===== config.mk =====
export PLATFORM = sky130hd
export DESIGN_NAME = three_level_priority_fifo_top
export DESIGN_NICKNAME = d
export VERILOG_FILES = /design/src/hw/rtl/tlpq_pkg.sv /design/src/hw/rtl/three_level_priority_fifo_top.sv /design/src/hw/rtl/tlpq_level_mem.sv /design/src/hw/rtl/tlpq_ctrl.sv
export SDC_FILE = /design/constraint.sdc
export NUM_CORES = 2
export LEC_CHECK = 0
export BUFFER_PORTS_ARGS = -buffer_cell sky130_fd_sc_hd__buf_2
export CORE_MARGIN = 2
export CORE_UTILIZATION = 30
export DETAILED_ROUTE_END_ITERATION = 6
export GPL_ROUTABILITY_DRIVEN = 0
export PLACE_DENSITY_LB_ADDON = 0.12
export SETUP_SLACK_MARGIN = 0.02
export SLEW_MARGIN = 5
export SYNTH_ARGS = -nofsm -noshare
export SYNTH_HDL_FRONTEND = slang
export SYNTH_SLANG_ARGS = --single-unit

===== constraint.sdc =====
create_clock -name clock -period 5.8 [get_ports clock]
set_input_delay 0.87 -clock clock [delete_from_list [all_inputs] [get_ports clock]]
set_output_delay 0.87 -clock clock [all_outputs]
set_load 0.005 [all_outputs]

===== src/hw/rtl/tlpq_pkg.sv =====
// tlpq_pkg: shared types and codes for the three-level priority queue.
// No dependencies; used by tlpq_ctrl and three_level_priority_fifo_top.
package tlpq_pkg;

   localparam int DEPTH_DEFAULT      = 16;
   localparam int DATA_WIDTH_DEFAULT = 32;
   localparam int NUM_LEVELS         = 3;

   typedef logic [1:0] status_type;
   typedef logic [1:0] level_type;
   typedef logic       command_type;

   localparam status_type ST_OK      = 2'd0;
   localparam status_type ST_EMPTY   = 2'd1;
   localparam status_type ST_FULL    = 2'd2;
   localparam status_type ST_BADPRIO = 2'd3;

   localparam command_type CMD_PUSH = 1'b0;
   localparam command_type CMD_POP  = 1'b1;

   localparam level_type PRIO_NONE = 2'd0;

   localparam level_type LVL_HIGH   = 2'd0;
   localparam level_type LVL_MIDDLE = 2'd1;
   localparam level_type LVL_LOW    = 2'd2;

   // response side control, travels from the control stage to the output mux
   typedef struct packed {
      logic       strobe;
      logic       pop_hit;
      level_type  level;
      status_type status;
   } rsp_ctrl_type;

endpackage


===== src/hw/rtl/three_level_priority_fifo_top.sv =====
// three_level_priority_fifo_top: top level of the three-level priority queue.
// Depends on tlpq_pkg, tlpq_ctrl and tlpq_level_mem.
//
// Usage:
//   Request channel: drive req_command, req_value_in and req_priority_level
//   with start high; the word is taken at a rising edge where busy is low.
//   A push (command 0) appends the value to level 1, 2 or 3; a pop
//   (command 1) returns the head of the highest non-empty level.
//   Response channel: every request gives exactly one response word on
//   rsp_value_out / rsp_status, held for one cycle and marked by rsp_strobe.
//   Status: 0 ok, 1 pop on empty (value -1), 2 push to full level dropped,
//   3 bad priority; pushes answer value 0.
//   The response passes the request register, then the pointer/memory
//   stage, before it is on the ports.
//   Throughput: one request per cycle while busy is low; each request
//   touches one level's memory port and counts only.
//   Reset: synchronous; all levels become empty and busy is high while reset
//   is asserted. Queue storage is not cleared.
//   The receiver cannot stall; responses are never held back.
module three_level_priority_fifo_top #(
   parameter int DEPTH      = tlpq_pkg::DEPTH_DEFAULT,
   parameter int DATA_WIDTH = tlpq_pkg::DATA_WIDTH_DEFAULT
) (
   input  logic                  clock,
   input  logic                  reset,
   input  logic                  start,
   output logic                  busy,
   input  logic                  req_command,
   input  logic signed [31:0]    req_value_in,
   input  logic [1:0]            req_priority_level,
   output logic                  rsp_strobe,
   output logic signed [31:0]    rsp_value_out,
   output logic [1:0]            rsp_status
);

   localparam int AW = $clog2(DEPTH);
   localparam int NL = tlpq_pkg::NUM_LEVELS;

   logic                   accept;
   logic [NL-1:0]          wr_en;
   logic [NL-1:0]          rd_en;
   logic [AW-1:0]          wr_addr;
   logic [AW-1:0]          rd_addr;
   logic [DATA_WIDTH-1:0]  wr_data;
   logic [DATA_WIDTH-1:0]  rd_data [NL];
   tlpq_pkg::rsp_ctrl_type rsp_ctrl;

   logic signed [DATA_WIDTH-1:0] head_word;
   logic signed [63:0]           head_wide;

   assign busy   = reset;
   assign accept = start && !busy;

   tlpq_ctrl #(
      .DEPTH      (DEPTH),
      .DATA_WIDTH (DATA_WIDTH)
   ) u_ctrl (
      .clock              (clock),
      .reset              (reset),
      .accept             (accept),
      .req_command        (req_command),
      .req_value_in       (req_value_in),
      .req_priority_level (req_priority_level),
      .wr_en              (wr_en),
      .rd_en              (rd_en),
      .wr_addr            (wr_addr),
      .rd_addr            (rd_addr),
      .wr_data            (wr_data),
      .rsp_ctrl           (rsp_ctrl)
   );

   for (genvar g = 0; g < NL; g++) begin : g_level
      tlpq_level_mem #(
         .DEPTH      (DEPTH),
         .DATA_WIDTH (DATA_WIDTH)
      ) u_mem (
         .clock   (clock),
         .wr_en   (wr_en[g]),
         .wr_addr (wr_addr),
         .wr_data (wr_data),
         .rd_en   (rd_en[g]),
         .rd_addr (rd_addr),
         .rd_data (rd_data[g])
      );
   end

   always_comb begin
      case (rsp_ctrl.level)
         tlpq_pkg::LVL_HIGH:   head_word = rd_data[0];
         tlpq_pkg::LVL_MIDDLE: head_word = rd_data[1];
         default:              head_word = rd_data[2];
      endcase
      head_wide = 64'(head_word);
      if (rsp_ctrl.pop_hit) begin
         rsp_value_out = head_wide[31:0];
      end else if (rsp_ctrl.status == tlpq_pkg::ST_EMPTY) begin
         rsp_value_out = '1;
      end else begin
         rsp_value_out = '0;
      end
   end

   assign rsp_strobe = rsp_ctrl.strobe;
   assign rsp_status = rsp_ctrl.status;

`ifndef NO_ASSERTIONS
   a_rsp_follows_req: assert property (@(posedge clock) disable iff (reset)
      $past(start && !busy, 2) && !$past(reset, 1) |-> rsp_strobe)
      else $error("request without response two cycles later");

   a_no_spurious_rsp: assert property (@(posedge clock) disable iff (reset)
      rsp_strobe |-> $past(start && !busy, 2))
      else $error("response without a matching request");

   a_empty_value: assert property (@(posedge clock) disable iff (reset)
      rsp_strobe && rsp_status == tlpq_pkg::ST_EMPTY |-> rsp_value_out == -32'sd1)
      else $error("empty pop must answer -1");
`endif

endmodule


===== src/hw/rtl/tlpq_level_mem.sv =====
// tlpq_level_mem: storage for one priority level, one write and one
// registered read port. No package dependencies.
module tlpq_level_mem #(
   parameter int DEPTH      = 16,
   parameter int DATA_WIDTH = 32
) (
   input  logic                          clock,
   input  logic                          wr_en,
   input  logic [$clog2(DEPTH)-1:0]      wr_addr,
   input  logic [DATA_WIDTH-1:0]         wr_data,
   input  logic                          rd_en,
   input  logic [$clog2(DEPTH)-1:0]      rd_addr,
   output logic [DATA_WIDTH-1:0]         rd_data
);

   logic [DATA_WIDTH-1:0] mem_ff [DEPTH];
   logic [DATA_WIDTH-1:0] rd_data_ff;

   always_ff @(posedge clock) begin
      if (wr_en) begin
         mem_ff[wr_addr] <= wr_data;
      end
   end

   always_ff @(posedge clock) begin
      if (rd_en) begin
         rd_data_ff <= mem_ff[rd_addr];
      end
   end

   assign rd_data = rd_data_ff;

endmodule


===== src/hw/rtl/tlpq_ctrl.sv =====
// tlpq_ctrl: request register, per-level head/tail pointers and counts,
// push/pop decision and response control register. Uses tlpq_pkg.
module tlpq_ctrl #(
   parameter int DEPTH      = tlpq_pkg::DEPTH_DEFAULT,
   parameter int DATA_WIDTH = tlpq_pkg::DATA_WIDTH_DEFAULT
) (
   input  logic                           clock,
   input  logic                           reset,
   input  logic                           accept,
   input  tlpq_pkg::command_type          req_command,
   input  logic signed [31:0]             req_value_in,
   input  tlpq_pkg::level_type            req_priority_level,
   output logic [tlpq_pkg::NUM_LEVELS-1:0] wr_en,
   output logic [tlpq_pkg::NUM_LEVELS-1:0] rd_en,
   output logic [$clog2(DEPTH)-1:0]       wr_addr,
   output logic [$clog2(DEPTH)-1:0]       rd_addr,
   output logic [DATA_WIDTH-1:0]          wr_data,
   output tlpq_pkg::rsp_ctrl_type         rsp_ctrl
);

   localparam int AW = $clog2(DEPTH);
   localparam int CW = $clog2(DEPTH + 1);
   localparam int NL = tlpq_pkg::NUM_LEVELS;
   localparam logic [AW-1:0] LAST_ADDR  = AW'(DEPTH - 1);
   localparam logic [CW-1:0] FULL_COUNT = CW'(DEPTH);

   // request register
   logic                   valid_ff;
   tlpq_pkg::command_type  cmd_ff;
   logic signed [31:0]     value_ff;
   tlpq_pkg::level_type    prio_ff;

   logic [AW-1:0] rd_ptr_ff [NL];
   logic [AW-1:0] rd_ptr_in [NL];
   logic [AW-1:0] wr_ptr_ff [NL];
   logic [AW-1:0] wr_ptr_in [NL];
   logic [CW-1:0] count_ff  [NL];
   logic [CW-1:0] count_in  [NL];

   tlpq_pkg::rsp_ctrl_type rsp_ff;
   tlpq_pkg::rsp_ctrl_type rsp_in;

   logic [NL-1:0]       nonempty;
   tlpq_pkg::level_type pop_lvl;
   tlpq_pkg::level_type push_lvl;
   tlpq_pkg::level_type op_lvl;
   logic [CW-1:0]       cur_count;
   logic [AW-1:0]       cur_wr;
   logic [AW-1:0]       cur_rd;
   logic                do_push;
   logic                do_pop;
   logic signed [63:0]  value_wide;

   always_ff @(posedge clock) begin
      if (reset) begin
         valid_ff <= 1'b0;
      end else begin
         valid_ff <= accept;
      end
   end

   always_ff @(posedge clock) begin
      if (accept) begin
         cmd_ff   <= req_command;
         value_ff <= req_value_in;
         prio_ff  <= req_priority_level;
      end
   end

   always_comb begin
      for (int i = 0; i < NL; i++) begin
         nonempty[i] = (count_ff[i] != '0);
      end
      if (nonempty[0]) begin
         pop_lvl = tlpq_pkg::LVL_HIGH;
      end else if (nonempty[1]) begin
         pop_lvl = tlpq_pkg::LVL_MIDDLE;
      end else begin
         pop_lvl = tlpq_pkg::LVL_LOW;
      end
      // bad priority maps to level 0 only to keep the index in range
      push_lvl = (prio_ff == tlpq_pkg::PRIO_NONE) ? tlpq_pkg::LVL_HIGH : prio_ff - 2'd1;
      op_lvl   = (cmd_ff == tlpq_pkg::CMD_POP) ? pop_lvl : push_lvl;

      cur_count = count_ff[op_lvl];
      cur_wr    = wr_ptr_ff[op_lvl];
      cur_rd    = rd_ptr_ff[op_lvl];

      do_push = valid_ff && (cmd_ff == tlpq_pkg::CMD_PUSH) &&
                (prio_ff != tlpq_pkg::PRIO_NONE) && (cur_count != FULL_COUNT);
      do_pop  = valid_ff && (cmd_ff == tlpq_pkg::CMD_POP) && (nonempty != '0);

      rsp_in.strobe  = valid_ff;
      rsp_in.pop_hit = do_pop;
      rsp_in.level   = op_lvl;
      if (cmd_ff == tlpq_pkg::CMD_POP) begin
         rsp_in.status = do_pop ? tlpq_pkg::ST_OK : tlpq_pkg::ST_EMPTY;
      end else if (prio_ff == tlpq_pkg::PRIO_NONE) begin
         rsp_in.status = tlpq_pkg::ST_BADPRIO;
      end else if (cur_count == FULL_COUNT) begin
         rsp_in.status = tlpq_pkg::ST_FULL;
      end else begin
         rsp_in.status = tlpq_pkg::ST_OK;
      end

      for (int i = 0; i < NL; i++) begin
         wr_ptr_in[i] = wr_ptr_ff[i];
         rd_ptr_in[i] = rd_ptr_ff[i];
         count_in[i]  = count_ff[i];
         wr_en[i]     = 1'b0;
         rd_en[i]     = 1'b0;
         if (op_lvl == 2'(i)) begin
            if (do_push) begin
               wr_en[i]     = 1'b1;
               wr_ptr_in[i] = (cur_wr == LAST_ADDR) ? '0 : cur_wr + 1'b1;
               count_in[i]  = cur_count + 1'b1;
            end
            if (do_pop) begin
               rd_en[i]     = 1'b1;
               rd_ptr_in[i] = (cur_rd == LAST_ADDR) ? '0 : cur_rd + 1'b1;
               count_in[i]  = cur_count - 1'b1;
            end
         end
      end
   end

   always_ff @(posedge clock) begin
      if (reset) begin
         for (int i = 0; i < NL; i++) begin
            rd_ptr_ff[i] <= '0;
            wr_ptr_ff[i] <= '0;
            count_ff[i]  <= '0;
         end
         rsp_ff <= '0;
      end else begin
         for (int i = 0; i < NL; i++) begin
            rd_ptr_ff[i] <= rd_ptr_in[i];
            wr_ptr_ff[i] <= wr_ptr_in[i];
            count_ff[i]  <= count_in[i];
         end
         rsp_ff <= rsp_in;
      end
   end

   // wider data widths take the sign-extended word
   assign value_wide = 64'(value_ff);
   assign wr_data    = value_wide[DATA_WIDTH-1:0];
   assign wr_addr    = cur_wr;
   assign rd_addr    = cur_rd;
   assign rsp_ctrl   = rsp_ff;

endmodule

* After elaboration in Yosys (flattened, before gate mapping) *
Memory sizes are Yosys's and may differ from the RTL's. A register that Yosys moved wholly into a read port is not among the register bits.
Cells that the tools add are included.

operators by class
  $add $sub $neg = 5
  equal/unequal tests = 20
  muxes and demuxes = 60
  bitwise operators = 10
  reductions and logical operators = 21

operators with widths
  kind                                               count
  two-way mux 4 bit                                  20
  two-way mux 32 bit                                 2
  one-hot mux 32 bit (2 select lines)                1
  two-way mux 5 bit                                  12
  two-way mux 1 bit                                  18
  AND reduction 3 bit                                6
  nonzero test 5 bit                                 3
  two-way mux 2 bit                                  7
  inequality test 2 bit (second input constant)      6
  OR 1 bit                                           9
  adder 4 x 1 -> 4 bit (second input constant)       2
  == test 4 bit (second input constant)              2
  == test 2 x 1 -> 1 bit (second input constant)     3
  logical AND 1 bit                                  6
  zero test 2 bit                                    3
  inequality test 1 bit (second input constant)      6
  adder 5 x 1 -> 5 bit (second input constant)       1
  == test 5 bit (second input constant)              1
  inequality test 5 bit (second input constant)      1
  subtractor 5 x 1 -> 5 bit (second input constant)  1
  nonzero test 3 bit                                 1
  == test 2 bit (second input constant)              1
  nonzero test 2 bit                                 1
  subtractor 2 x 1 -> 2 bit (second input constant)  1
  2 further kinds                                    2

word-level totals
  register bits after elaboration = 42
  RAM bits = 1575
  input bits = 38
  memories kept = 6

memories
  memory                   depth  bits a word  rd ports  clocked after memory_dff  write ports  RTL line              source
  g_level[0].u_mem.mem_ff  16     32           1         1                         1            tlpq_level_mem.sv:16  logic [DATA_WIDTH-1:0] mem_ff [DEPTH];
  g_level[1].u_mem.mem_ff  16     32           1         1                         1            tlpq_level_mem.sv:16
  g_level[2].u_mem.mem_ff  16     32           1         1                         1            tlpq_level_mem.sv:16
  u_ctrl.count_ff          3      5            4         0                         3            tlpq_ctrl.sv:37       logic [CW-1:0] count_ff [NL];
  u_ctrl.rd_ptr_ff         3      4            1         0                         3            tlpq_ctrl.sv:33       logic [AW-1:0] rd_ptr_ff [NL];
  u_ctrl.wr_ptr_ff         3      4            1         0                         3            tlpq_ctrl.sv:35       logic [AW-1:0] wr_ptr_ff [NL];

* Longest topological paths before layout *
An unclocked memory read counts as a cell.

  depth in word-level cells = 12
  gate-level depth with buffers = 14

* Cells and area by module *
A second synthesis with hierarchy kept.

unflattened totals
  cells, all modules = 2860
  area, all modules = 64988.6 sq um

modules (own cells, without submodules)
  module                         instances  cells an instance  area each (sq um)  seq. area each (sq um)
  tlpq_level_mem                 3          838                20174.3            16335.7
  tlpq_ctrl                      1          261                3538.4             2212.1
  three_level_priority_fifo_top  1          85                 927.1              0.0

* Least setup slack after synthesis *
OpenSTA, ideal clock, no wires.

  kind = reg-to-reg
  start point = memory u_ctrl.count_ff[0][4] (netlist name)
  end point = memory g_level[0].u_mem.mem_ff[10][0], enable pin
  data arrival time = 4.066 ns
  required time = 5.379 ns
  setup slack = 1.313 ns
  stages on the path, launching flop included = 11
  buffers on the path = 3
  clock period less this slack = 4.487 ns
  cells stage by stage = dfxtp_1 or4_4 or4_1 buf_2 nand2_2 a222oi_1 and3_1 or3_1 clkbuf_1 clkbuf_1 nor2_1

RTL lines
  item             RTL line
  start, declared  tlpq_ctrl.sv:37
  end, declared    tlpq_level_mem.sv:16

==> flow_metrics.py <==
metrics = {
    "run_status": {
        "outcome": "finished with violations",
        "violations": "design-rule violations",
    },
    "synthesis": {
        "ys_types": 51,
        "synth_area_um2": 69010,
        "synth-seq-cells": 1713,
        "avgSynthCellArea_um2": 13.89,
        "synth-edff-count": 1691,
        "ys_seq_area_share_pct": 74.22,
        "yosys.area.top_type": "edfxtp_1",
        "yosys_warnings": 0,
        "synthTopCellsByArea": "edfxtp_1, a211oi_1, nand2_1",
        "syn-num-nets": 5014,
        "synth-main-ff-cell": "edfxtp_1",
        "ys_async_sr_fraction_pct": 0,
        "synth_top_area_share_pct": 73.58,
        "synthCells": 4967,
    },
    "pwr": {
        "p_leak_nw": 25.38,
        "ir_worst_vdd_mv": 0.3156,
        "combinationalPowerShare_pct": 10.4,
        "p_switching_mw": 7.274,
        "seqPwrFrac_pct": 48.6,
        "powerDensity_nw_per_um2": 357.2,
        "cell_internal_pwr_mw": 21.15,
        "clockPowerShare_pct": 41.1,
        "swShare_pct": 25.59,
    },
    "floorplan": {
        "core_um2": 229200,
        "fp.dieW_um": 483.6,
        "row_count": 176,
        "die_h_um": 483.6,
        "initial_core_util_pct": 30.10,
        "num_io_pins": 74,
        "fp.dieArea_um2": 233900,
    },
    "critical_path": {
        "cpPeakStageDelay_ns": 0.85,
        "crit_path_cell_trace": "or4_4, o21ai_0, o221a_4, nand2_8, buf_4, a211oi_1, a211oi_1, or4_1",
        "slowest_stage": "o221a_4",
        "critPathTopFamily": "compound AO/OA/AOI/OAI gates",
        "critPathRequiredTime_ns": 6.36,
        "endpoint_kind": "flop",
        "critPathArrivalTime_ns": 5.25,
        "critPathMaxFanout": 76,
        "crit_buf_inv": 1,
        "setup.worst_path.start_class": "flop",
        "critPathKind": "reg2reg",
        "crit_top_cell": "a211oi_1",
    },
    "clock_tree": {
        "clock_path_buffers": 3,
        "cts.repair.resized": 0,
        "cts-root-buf": "clkbuf_16",
        "holdBufCountCts": 0,
        "h-tree-depth": 4,
        "cts_tree": "built",
        "numCtsBuffers": 193,
        "clk_pin_slew_worst_paths_ns": 0.06,
        "cts_setup_buffers": 0,
        "clock-sinks": 1713,
        "clock_latency_ns": 0.82,
    },
    "timing": {
        "worst_pin_slew_ns": 1.133,
        "maxSlewHeadroom_pct": 24.46,
        "hold_viol": 0,
        "final.period_utilization_pct": 80.81,
        "finalSetupViolCount": 0,
        "finalSetupTns_ns": 0,
        "rsz0062_at_grt": "false",
        "clock_skew_ns": 0.02899,
        "fin_crit_ns": 4.687,
        "clock.fmax_ghz": 0.2134,
        "finalMaxSlewViolations": 0,
    },
    "detailed_routing": {
        "wire_per_inst_um": 28.64,
        "vias_per_cell": 5.366,
        "dr.pass1.iters": 7,
        "num_vias": 43770,
        "ant_nets": 0,
        "routed_wl_um": 233600,
        "drt_iter0_markers": 3969,
        "drc": 8,
    },
    "layout": {
        "drive_gt1_share_pct": 11.35,
        "syn2layout_area_growth_pct": 15.32,
        "final_common_cell": "edfxtp_1",
        "n_fill_cell": 22150,
        "finalNonFillerCells": 8157,
        "final_cell_mix": "edfxtp_1, nand2_1, a211oi_1",
        "num-nets-final": 5019,
    },
    "global_route": {
        "antenna_found_initial": 16,
        "grt_usage_pct": 19.58,
        "grt_pass1_vias": 43900,
        "grt_overflow": 0,
        "grt_start_max_net_pins": 162,
        "grt_pass1_wl_um": 334900,
    },
    "placed_design": {
        "dp_hpwl_um": 124000,
        "io_buffer_count": 73,
        "place_inst": 7803,
    },
    "min_path": {
        "min_path_type": "in2reg",
    },
    "job": {
        "cap_violations": 0,
    },
}
power groups by stage:
stage                     logic, mW  registers, mW  clock network (mW)
after floorplan                1.65           14.1                   0
after global placement         2.98           14.1                   0
after detailed placement       2.99           14.1                   0
after CTS                      2.99           13.8                12.0
after global routing           3.20           13.8                12.4
final                          2.95           13.8                11.7
per-stage QoR:
step / power (mW) / utilization, % / setup slack [ns] / cell area [um2] / hold slack, ns
global route: 29.43 / 34.71 / 0.9073 / 79580 / 0.1754
detailed placement: 17.05 / 32.13 / 1.132 / 73660 / 0.5126
global placement: 17.04 / 32.13 / 1.090 / 73660 / 0.5026
finish: 28.43 / 34.71 / 1.113 / 79580 / 0.2226
CTS: 28.76 / 34.71 / 1.122 / 79570 / 0.1486
floorplan: 15.79 / - / 1.313 / 69010 / 0.4599
worst paths after layout:
| path | startpoint | depth (start not counted) | to | slack [ns] |
|---|---|---|---|---|
| worst max-delay path | u_ctrl.count_ff[0][4] | 8 | g_level[0].u_mem.rd_data[0] | 1.11 |
| worst min-delay path | req_value_in[3] | 1 | u_ctrl.wr_data[3] | 0.22 |
| worst max register to register | u_ctrl.count_ff[0][4] | 8 | g_level[0].u_mem.rd_data[0] | 1.11 |
| worst min register to register | u_ctrl.count_ff[0][2] | 2 | u_ctrl.count_ff[0][2] | 0.52 |
area by class of cell:
type	count	area (um2)	area share, %
timing repair buffer	249	2275	2.858
tap	3026	3786	4.758
sequential	1713	51230	64.37
clock inverter	103	737.0	0.9261
clock buffer	249	5177	6.506
multi-input combinational	2800	16300	20.49
antenna	2	5.005	0.006289
inverter	15	71.32	0.08962
state kept, by name, summed over array words and instances (netlist names):
name                   cells
u_ctrl.rsp_ctrl            6
g_level.u_mem.mem_ff    1536
u_ctrl.count_ff           15
u_ctrl.prio_ff             2
u_ctrl.valid_ff            1
u_ctrl.wr_ptr_ff          12
g_level.u_mem.rd_data     96
u_ctrl.wr_data            32
u_ctrl.cmd_ff              1
u_ctrl.rd_ptr_ff          12
worst reg2reg max path: cells and delay by family, from the launching register on:
family	cells	cell delay, ns
AOI/OAI and AO/OA	4	2.38
buffers and inverters	1	0.39
DFF	1	0.34
and+or+nand+nor	3	1.32
per-layer routing:
| layer | vias up | global-route usage [%] | share of wire (%) |
|---|---|---|---|
| met5 | - | 0 | 0 |
| met1 | 23040 | 27.73 | 46 |
| met3 | 277 | 2.577 | 4.5 |
| li1 | 19350 | - | - |
| met2 | 1113 | 31.92 | 48 |
| met4 | 0 | 4.475 | 2.0 |
synthesized netlist by cell type, types with 2 or more instances:
cell      instances
nor2_1           60
nand2_2           3
a211oi_1        579
buf_4            10
mux2i_1          46
or3_1             2
buf_2            80
nand2b_1         24
mux2_2            6
o21a_1            2
or4_1           195
and3_1           99
nand3_1         386
xnor2_1           4
clkbuf_1        269
buf_6            17
a21oi_1         299
buf_1            63
a21o_1            3
a311o_1           2
edfxtp_1       1691
nor3_1            4
nor4_1            5
dfxtp_1          22
and2_1            8
or4_4             2
o21ai_0         422
a222oi_1          5
xor2_1            2
nor2b_1          10
inv_1            14
or2_2             2
nand2_1         604
o211ai_2          3
ha_1              8
cell families (layout without fill, tap and decap cells):
logic type	count (synthesis)	count (layout)	share of synthesized area [%]
mux	52	52	0.7651
fa+ha+maj	9	9	0.1741
xor+xnor	6	6	0.07615
buf+inv	454	616	2.854
other cells	0	2	0
compound gates	1326	1326	11.89
flops	1713	1713	74.22
simple gates	1407	1407	10.02
No activity file was read; power rests on OpenSTA's default activity.
